$ cat src/hw/rtl/mpq_pkg.sv
package mpq_pkg;

  localparam int unsigned CAPACITY_DEFAULT = 16;
  localparam int unsigned KEY_W            = 32;
  localparam int unsigned OCC_W            = 5;

  // Request operation codes.
  localparam logic OP_INSERT  = 1'b0;
  localparam logic OP_EXTRACT = 1'b1;

  // Result status codes.
  localparam logic [1:0] ST_OK    = 2'd0;
  localparam logic [1:0] ST_FULL  = 2'd1;
  localparam logic [1:0] ST_EMPTY = 2'd2;

  typedef struct packed {
    logic                    op;
    logic signed [KEY_W-1:0] key_in;
  } req_t;

  typedef struct packed {
    logic signed [KEY_W-1:0] key_out;
    logic [1:0]              status;
    logic [OCC_W-1:0]        occupancy;
  } rsp_t;

  // Command broadcast to every cell of the chain.
  typedef enum logic [1:0] {
    CMD_NONE,
    CMD_INSERT,
    CMD_EXTRACT
  } cell_cmd_t;

  // What a cell shows its neighbors.
  typedef struct packed {
    logic                    valid;
    logic                    take;
    logic signed [KEY_W-1:0] key;
  } cell_link_t;

endpackage

$ cat src/hw/rtl/mpq_cell.sv
module mpq_cell (
  input  logic                       clk,
  input  logic                       rst,
  input  mpq_pkg::cell_cmd_t         cmd,
  input  logic signed [31:0]         key,
  input  mpq_pkg::cell_link_t        prev,
  input  mpq_pkg::cell_link_t        next,
  output mpq_pkg::cell_link_t        self
);
  import mpq_pkg::*;

  logic                    valid;
  logic                    valid_next;
  logic signed [KEY_W-1:0] key_q;
  logic signed [KEY_W-1:0] key_next;
  logic                    take;

  // The new key belongs at or before this cell when this cell is empty or smaller.
  assign take = !valid || (key > key_q);

  assign self.valid = valid;
  assign self.take  = take;
  assign self.key   = key_q;

  always_comb begin
    valid_next = valid;
    key_next   = key_q;
    unique case (cmd)
      CMD_INSERT: begin
        valid_next = valid | prev.valid;
        if (take) begin
          key_next = prev.take ? prev.key : key;
        end
      end
      CMD_EXTRACT: begin
        valid_next = next.valid;
        key_next   = next.key;
      end
      default: begin
        valid_next = valid;
        key_next   = key_q;
      end
    endcase
  end

  always_ff @(posedge clk) begin
    if (rst) begin
      valid <= 1'b0;
    end else begin
      valid <= valid_next;
    end
  end

  always_ff @(posedge clk) begin
    key_q <= key_next;
  end

endmodule

$ cat src/hw/rtl/max_priority_queue.sv
// Channel   Ports               Handshake                      Payload
// request   start, busy, req    taken when start && !busy      op, key_in
// result    done, rsp           shown for one cycle on done    key_out, status, occupancy
//
// One request is taken per clock cycle; busy stays low, since every cell of the
// chain finishes its share of the update within the cycle that takes the request.
// The result appears on rsp with done high in the cycle right after the request.
// Synchronous reset empties the queue by clearing every cell's valid bit; no clearing pass is needed.
// The receiver cannot stall, so done never waits and nothing is buffered.
module max_priority_queue #(
  parameter int unsigned CAPACITY = mpq_pkg::CAPACITY_DEFAULT
) (
  input  logic          clk,
  input  logic          rst,
  input  logic          start,
  output logic          busy,
  input  mpq_pkg::req_t req,
  output logic          done,
  output mpq_pkg::rsp_t rsp
);
  import mpq_pkg::*;

  localparam int unsigned CW = $clog2(CAPACITY + 1);

  // The keys are held as a chain sorted from largest to smallest, with the
  // filled cells always forming a prefix. Cell 0 therefore holds the maximum.
  // An insert is broadcast to all cells: each cell decides whether the new key
  // lands at its slot, whether it takes the key of the cell before it (shifting
  // the tail down by one), or whether it keeps its own key. An extract makes
  // every cell take the key of the cell after it. Equal keys are identical
  // values, so the extracted sequence matches a heap ordering exactly.

  cell_link_t links [CAPACITY];
  cell_cmd_t  cmd;

  logic [CW-1:0] count;
  logic [CW-1:0] count_next;
  rsp_t          rsp_next;
  logic          accept;
  logic          is_full;
  logic          is_empty;

  localparam cell_link_t HEAD_LINK = '{valid: 1'b1, take: 1'b0, key: '0};
  localparam cell_link_t TAIL_LINK = '{valid: 1'b0, take: 1'b1, key: '0};

  for (genvar i = 0; i < CAPACITY; i++) begin : g_cell
    cell_link_t prev_link;
    cell_link_t next_link;

    if (i == 0) begin : g_head
      assign prev_link = HEAD_LINK;
    end else begin : g_prev
      assign prev_link = links[i-1];
    end

    if (i == CAPACITY - 1) begin : g_tail
      assign next_link = TAIL_LINK;
    end else begin : g_next
      assign next_link = links[i+1];
    end

    mpq_cell u_cell (
      .clk  (clk),
      .rst  (rst),
      .cmd  (cmd),
      .key  (req.key_in),
      .prev (prev_link),
      .next (next_link),
      .self (links[i])
    );
  end

  assign busy     = 1'b0;
  assign accept   = start && !busy;
  assign is_full  = (count == CW'(CAPACITY));
  assign is_empty = (count == '0);

  // Decide what the chain does and what the result will say.
  always_comb begin
    cmd                = CMD_NONE;
    count_next         = count;
    rsp_next.key_out   = '0;
    rsp_next.status    = ST_OK;
    if (accept) begin
      priority if (req.op == OP_INSERT) begin
        if (is_full) begin
          rsp_next.status = ST_FULL;
        end else begin
          cmd        = CMD_INSERT;
          count_next = count + CW'(1);
        end
      end else begin
        if (is_empty) begin
          rsp_next.status = ST_EMPTY;
        end else begin
          cmd              = CMD_EXTRACT;
          count_next       = count - CW'(1);
          rsp_next.key_out = links[0].key;
        end
      end
    end
    rsp_next.occupancy = OCC_W'(count_next);
  end

  always_ff @(posedge clk) begin
    if (rst) begin
      count <= '0;
      done  <= 1'b0;
    end else begin
      count <= count_next;
      done  <= accept;
    end
  end

  always_ff @(posedge clk) begin
    rsp <= rsp_next;
  end

  // The filled cells must always number exactly the count.
  logic [CAPACITY-1:0] valid_vec;
  for (genvar i = 0; i < CAPACITY; i++) begin : g_valid
    assign valid_vec[i] = links[i].valid;
  end

  a_count_matches_cells : assert property (@(posedge clk) disable iff (rst)
    $countones(valid_vec) == count)
    else $error("filled cell count differs from occupancy count");

  a_count_bound : assert property (@(posedge clk) disable iff (rst)
    count <= CW'(CAPACITY))
    else $error("occupancy count above capacity");

  a_result_follows_request : assert property (@(posedge clk) disable iff (rst)
    accept |=> done)
    else $error("request taken without a result in the next cycle");

  a_full_only_at_capacity : assert property (@(posedge clk) disable iff (rst)
    (done && rsp.status == ST_FULL) |-> (count == CW'(CAPACITY)))
    else $error("full status reported below capacity");

  a_head_is_max : assert property (@(posedge clk) disable iff (rst)
    links[1].valid |-> !(links[1].key > links[0].key))
    else $error("second cell holds a larger key than the head");

endmodule
$ cat config.mk
export PLATFORM = sky130hd
export DESIGN_NAME = max_priority_queue
export DESIGN_NICKNAME = d
export VERILOG_FILES = /design/src/hw/rtl/mpq_pkg.sv /design/src/hw/rtl/mpq_cell.sv /design/src/hw/rtl/max_priority_queue.sv
export SDC_FILE = /design/constraint.sdc
export NUM_CORES = 2
export LEC_CHECK = 0
export CAP_MARGIN = 0
export CORE_UTILIZATION = 35
export DETAILED_ROUTE_END_ITERATION = 12
export DONT_BUFFER_PORTS = 1
export PLACE_DENSITY = 0.62
export SYNTH_ARGS = -nofsm -noshare
export SYNTH_HDL_FRONTEND = slang
export SYNTH_SLANG_ARGS = --single-unit
$ cat constraint.sdc
create_clock -name clk -period 5.5 [get_ports clk]
set_input_delay 0.55 -clock clk [delete_from_list [all_inputs] [get_ports clk]]
set_output_delay 0.55 -clock clk [all_outputs]
set_load 0.03 [all_outputs]
Word-level counts from Yosys, hierarchy flattened
Index checks and enable logic that the tools add are counted.
- bits in registers: 573
- input port bits: 36
- output and inout port bits: 41
- logic and storage cells: 216
- add/sub/neg operators: 2
- order comparisons: 16
- eq/ne operators: 19
- mux-type cells: 74
- bitwise gates (word level): 17
- reductions and logical operators: 51
- operators by type and width (operator ; number):
    $pmux W32 S2 ; 16
    $mux W32 ; 31
    $gt A32 B32 Y1 ; 16
    $ne A2 B1 Y1 const B ; 16
    $pmux W1 S2 ; 16
    $reduce_and A2 Y1 ; 16
    $mux W5 ; 4
    $logic_not A1 Y1 ; 16
    $logic_or A1 B1 Y1 ; 16
    $or A1 B1 Y1 ; 15
    $mux W2 ; 5
    $add A5 B1 Y5 const B ; 1
    $eq A5 B5 Y1 const B ; 1
    $logic_not A5 Y1 ; 1
    $sub A5 B1 Y5 const B ; 1
    $reduce_or A3 Y1 ; 1
    $eq A2 B1 Y1 const B ; 1
    $eq A2 B2 Y1 const B ; 1
    $mux W1 ; 2
    $not A1 Y1 ; 2
    $reduce_bool A2 Y1 ; 1

Logic depth before layout (Yosys ltp)
- depth in word-level cells: 7
- mapped depth: 14
- gate-level depth less buffers: 10

Cells and area by module
Synthesis repeated with hierarchy kept, for this count alone.
- cell total of the unflattened synthesis: 4419
- area, all modules: 42296.8 sq um
- modules (own cells, without submodules) (module ; times used ; cells an instance ; area an instance (sq um) ; sequential area each (sq um)):
    mpq_cell ; 16 ; 268 ; 2551.2 ; 980.9
    max_priority_queue ; 1 ; 131 ; 1477.7 ; 900.9

Least setup slack after synthesis
OpenSTA, ideal clock, no wires.
- path kind: reg-to-reg
- start point: register count[0]
- end point: register g_cell[15].u_cell.key_q[0], enable pin
- library setup time: 470 ps
- arrival: 4860 ps
- required time: 5030 ps
- slack: 169 ps
- cell stages (with the launch flop): 12
- path buffers: 3
- period minus slack after synthesis: 5331 ps
- cells stage by stage: dfxtp_1 -> inv_1 -> ha_1 -> nor3b_1 -> a21oi_1 -> ha_1 -> clkbuf_1 -> clkbuf_1 -> buf_1 -> nor2_1 -> a31oi_1 -> a21boi_0
- word-level cells in the longest chain between the ends: 7
- elaborated cells on any way between the ends: 11
- those cells by class: eq/ne (4); mux (4); reduce/logical (3)
- ends and longest elaborated chain (what ; line ; RTL):
    start, declared ; max_priority_queue.sv:36 ; logic [CW-1:0] count;
    start signal, assigned ; max_priority_queue.sv:110 ; count <= count_next;
    $eq A5 B5 Y1 or $logic_not A5 Y1 (tied branches) ; max_priority_queue.sv:75, max_priority_queue.sv:76 ;
    $mux W1 or $mux W2 (tied branches) ; max_priority_queue.sv:86, max_priority_queue.sv:93 ;
    $mux W2 * ; max_priority_queue.sv:85 ; priority if (req.op == OP_INSERT) begin
    $mux W2 * ; max_priority_queue.sv:84 ; if (accept) begin
    $eq A2 B1 Y1 or $eq A2 B2 Y1 (tied branches) ; mpq_cell.sv:28 ; unique case (cmd)
    $ne A2 B1 Y1 (no line) or $reduce_bool A2 Y1 (tied branches) ; n/a ;
    $reduce_and A2 Y1 (no line) * ; n/a ;
    end signal, assigned ; mpq_cell.sv:55 ; key_q <= key_next;
    end, declared ; mpq_cell.sv:14 ; logic signed [KEY_W-1:0] key_q;
Every way passes the cells marked *; elsewhere a longest branch is shown, timed or not.
A chain may end at the register's enable or synchronous reset.

Worst setup path in the final report
- start point: register g_cell[10].u_cell.key_q[23]
- end point: register g_cell[10].u_cell.key_q[8], enable pin
- word-level cells in the longest chain between the ends: 4
- ends and longest elaborated chain (what ; line ; RTL):
    start, declared ; mpq_cell.sv:14 ;
    start signal, assigned ; mpq_cell.sv:55 ;
    $gt A32 B32 Y1 ; mpq_cell.sv:19 ; assign take = !valid || (key > key_q);
    $logic_or A1 B1 Y1 ; mpq_cell.sv:19 ;
    $ne A2 B1 Y1 (no line) ; n/a ;
    $reduce_and A2 Y1 (no line) ; n/a ;
No other way between the ends.

==> results.py <==
metrics = {
    "placed_design": {
        "gp_congestion": 0.897,
        "dp_hpwl_um": 97200,
        "io_buffers": 0,
        "placed_cells": 5362,
    },
    "worst_setup_path": {
        "crit_path_start_kind": "flip-flop",
        "critPathKind": "reg2reg",
        "crit_family": "simple AND/OR/NAND/NOR gates",
        "required_ns": 5.74,
        "crit_path_cell_trace": "inv_1 -> ha_1 -> nand4_1 -> nor4_1 -> and2_1 -> o31a_1 -> a2111o_1 -> nand2_2 -> a21oi_4",
        "slowest_stage": "a21oi_4",
        "critical_path_peak_fanout": 36,
        "crit_path_max_incr_delay_ns": 1.02,
        "cp_num_buf_inv": 1,
        "worstPathArrival_ns": 4.21,
        "critPathCaptureType": "flip-flop",
    },
    "pwr": {
        "switching_share": 0.352,
        "clockPowerShare": 0.272,
        "ir_drop_v": 0.000224,
        "p_per_area_mw_per_mm2": 385,
        "p_sw_mw": 5.95,
        "pwr-share-comb": 0.321,
        "p_leak_nw": 19.2,
        "p_int_mw": 10.9,
        "power_frac_seq": 0.407,
    },
    "detailed_routing": {
        "wire_per_inst_um": 24.2,
        "drtIter0Drc": 3510,
        "first_pass_iters": 6,
        "vias": 32200,
        "drcViolationCount": 0,
        "postRouteAntennaNets": 0,
        "viasPerCell": 5.87,
        "drt_wl_total_um": 133000,
    },
    "grt": {
        "grt_pass1_wl_um": 195000,
        "grt_pass1_vias": 29700,
        "grt_max_degree": 127,
        "overflow": 0,
        "antenna_found_initial": 2,
        "grt_use_total": 0.223,
    },
    "yosys": {
        "syn-num-nets": 4595,
        "yosys.area_share.simple": 0.138,
        "ys_seq_area_frac": 0.415,
        "yosys_warnings": 0,
        "synth_top_family_by_area": "compound AO/OA/AOI/OAI gates",
        "synth_compound_area_frac": 0.174,
        "syn-cell-area_mm2": 0.0400,
        "ys_ff_latch": 573,
        "async_reset_ff_frac": 0,
        "synth-main-ff-cell": "edfxtp_1",
        "syn_area_per_cell_um2": 9.90,
        "synth-xor-area-share": 0.000219,
        "synth-adder-area-share": 0.161,
        "yosysUniqueCellTypes": 78,
        "synth_edf_count": 512,
        "synthCells": 4043,
        "synth.area.mux_share": 0.0326,
    },
    "layout": {
        "fillers": 11100,
        "area_growth_pct": 9.60,
        "fin_cells": 5484,
        "final_core_utilization": 0.388,
        "drive_gt1_frac": 0.0565,
        "nNetsFinal": 4484,
    },
    "timing": {
        "tns_ns": 0,
        "setup_viol": 0,
        "finalCritPeriodShare": 0.722,
        "drv_slew": 0,
        "tightest_slew_ns": 1.29,
        "fin_worst_skew_ns": 0.0291,
        "hold_viol_final": 0,
        "fmax_mhz": 252,
        "rsz0062_at_grt": "false",
        "period_needed_ns": 3.97,
        "slew_headroom": 0.141,
    },
    "clocking": {
        "cts_buffer_depth": 3,
        "htreeDepth": 3,
        "clk_pin_slew_ns": 0.06,
        "worstSkewPairLatency_ns": 0.64,
        "cts_tree": "done",
        "cts_sinks": 573,
        "clock-root-buffer": "clkbuf_16",
        "cts_resized": 0,
        "cts_made_buffers": 66,
    },
    "die": {
        "die_w_um": 340,
        "die_y_um": 340,
        "coreArea_mm2": 0.113,
        "io-pin-count": 77,
        "rows": 123,
        "start_util": 0.354,
        "die_area_mm2": 0.116,
    },
    "flow_run": {
        "cap_violations": 0,
    },
    "worst_hold_path": {
        "hp-class": "in2reg",
    },
    "outcome": {
        "outcome": "finished, final reports clean",
    },
}
[per-layer routing]
layer	vias to the layer above	track usage	routed length, um
li1	14900	-	-
met1	15500	0.329	59600
met2	1603	0.328	55800
met3	212	0.0280	12200
met4	0	0.0917	5220
met5	-	0	0
[power groups by stage]
stage / clock network [mW] / logic, mW / registers, mW
after floorplan: 0 / 3.95 / 6.57
after global placement: 0 / 5.18 / 6.92
after detailed placement: 0 / 5.33 / 6.93
after CTS: 4.65 / 5.36 / 6.84
after global routing: 4.79 / 6.03 / 6.94
final: 4.60 / 5.41 / 6.87
[synthesized netlist by cell type, types with 20 or more instances]
cell | instances | area share
nand3_1 | 22 | 0.0028
mux2i_1 | 127 | 0.032
o21ai_1 | 124 | 0.016
edfxtp_1 | 512 | 0.38
a21o_1 | 86 | 0.016
clkbuf_1 | 167 | 0.016
nor2b_1 | 75 | 0.012
nand2_1 | 294 | 0.028
a211oi_1 | 26 | 0.0049
buf_4 | 20 | 0.0038
a21oi_1 | 204 | 0.026
dfxtp_1 | 61 | 0.031
o211ai_1 | 49 | 0.0092
o21ai_0 | 34 | 0.0043
ha_1 | 516 | 0.16
or4_1 | 32 | 0.0060
nor2_1 | 123 | 0.012
nor3b_1 | 20 | 0.0038
buf_2 | 45 | 0.0056
nand4_1 | 108 | 0.017
inv_1 | 549 | 0.051
nor3_1 | 343 | 0.043
a221o_1 | 320 | 0.080
nand2b_1 | 34 | 0.0053
[path summary, 6_finish.rpt]
kind | startpoint | to | slack (ns) | depth (start not counted)
setup / recovery | g_cell[10].u_cell.key_q[23] | g_cell[10].u_cell.key_q[8] | 1.53 | 9
hold / removal | start | done | 0.05 | 1
setup reg to reg | g_cell[10].u_cell.key_q[23] | g_cell[10].u_cell.key_q[8] | 1.53 | 9
hold reg to reg | g_cell[0].u_cell.key_q[23] | rsp[30] | 0.52 | 2
[cell usage in the layout (no fill, tap or decap), types with 73 or more instances in the layout]
cell type  count
mux2i_1      127
edfxtp_1     512
ha_1         515
inv_1        550
a221o_1      320
nor3_1       343
a21o_1        84
nor2_1       121
a21oi_1      194
nand4_1      108
clkbuf_16     73
o21ai_1      124
nand2_1      286
[area by class of cell]
cell class	count	area, um^2	share of cell area
Multi-Input combinational cell	2673	20500	0.467
Sequential cell	573	16600	0.378
Inverter	551	2070	0.0471
Clock buffer	88	1920	0.0438
Tap cell	1500	1880	0.0428
Timing Repair Buffer	67	608	0.0139
Clock inverter	31	288	0.00656
Antenna cell	1	2.50	0.0000570
[through the flow]
stage / area, um^2 / worst slack, ns / total power [mW] / hold slack [ns]
2_1_floorplan: 40000 / 0.169 / 10.5 / 0.466
3_3_place_gp: 41600 / 1.40 / 12.1 / 0.495
3_5_place_dp: 41600 / 1.37 / 12.3 / 0.496
4_1_cts: 43900 / 1.50 / 16.8 / 0.0161
5_1_grt: 43900 / 1.33 / 17.8 / 0.0601
6_report: 43900 / 1.53 / 16.9 / 0.0496
[flip-flops by register name, indices dropped and copies added, names as in the netlist]
signal / cells
g_cell.u_cell.valid: 16
done: 1
count: 5
g_cell.u_cell.key_q: 512
rsp: 39
[cells by family (layout without fill, tap and decap cells)]
family,Yosys count,after routing
other,1,2
multiplexers,130,130
AND/OR/NAND/NOR,1098,1098
buffers and inverters,797,737
XOR/XNOR,1,1
flip-flops,573,573
adder cells (fa/ha/maj),516,516
AO/OA/AOI/OAI,927,927
[repair_timing]
item,in CTS,in global routing
setup buffers,0,0
hold buffers,2,0
hold endpoints to repair,23,0
No activity file was read; power rests on OpenSTA's default activity.
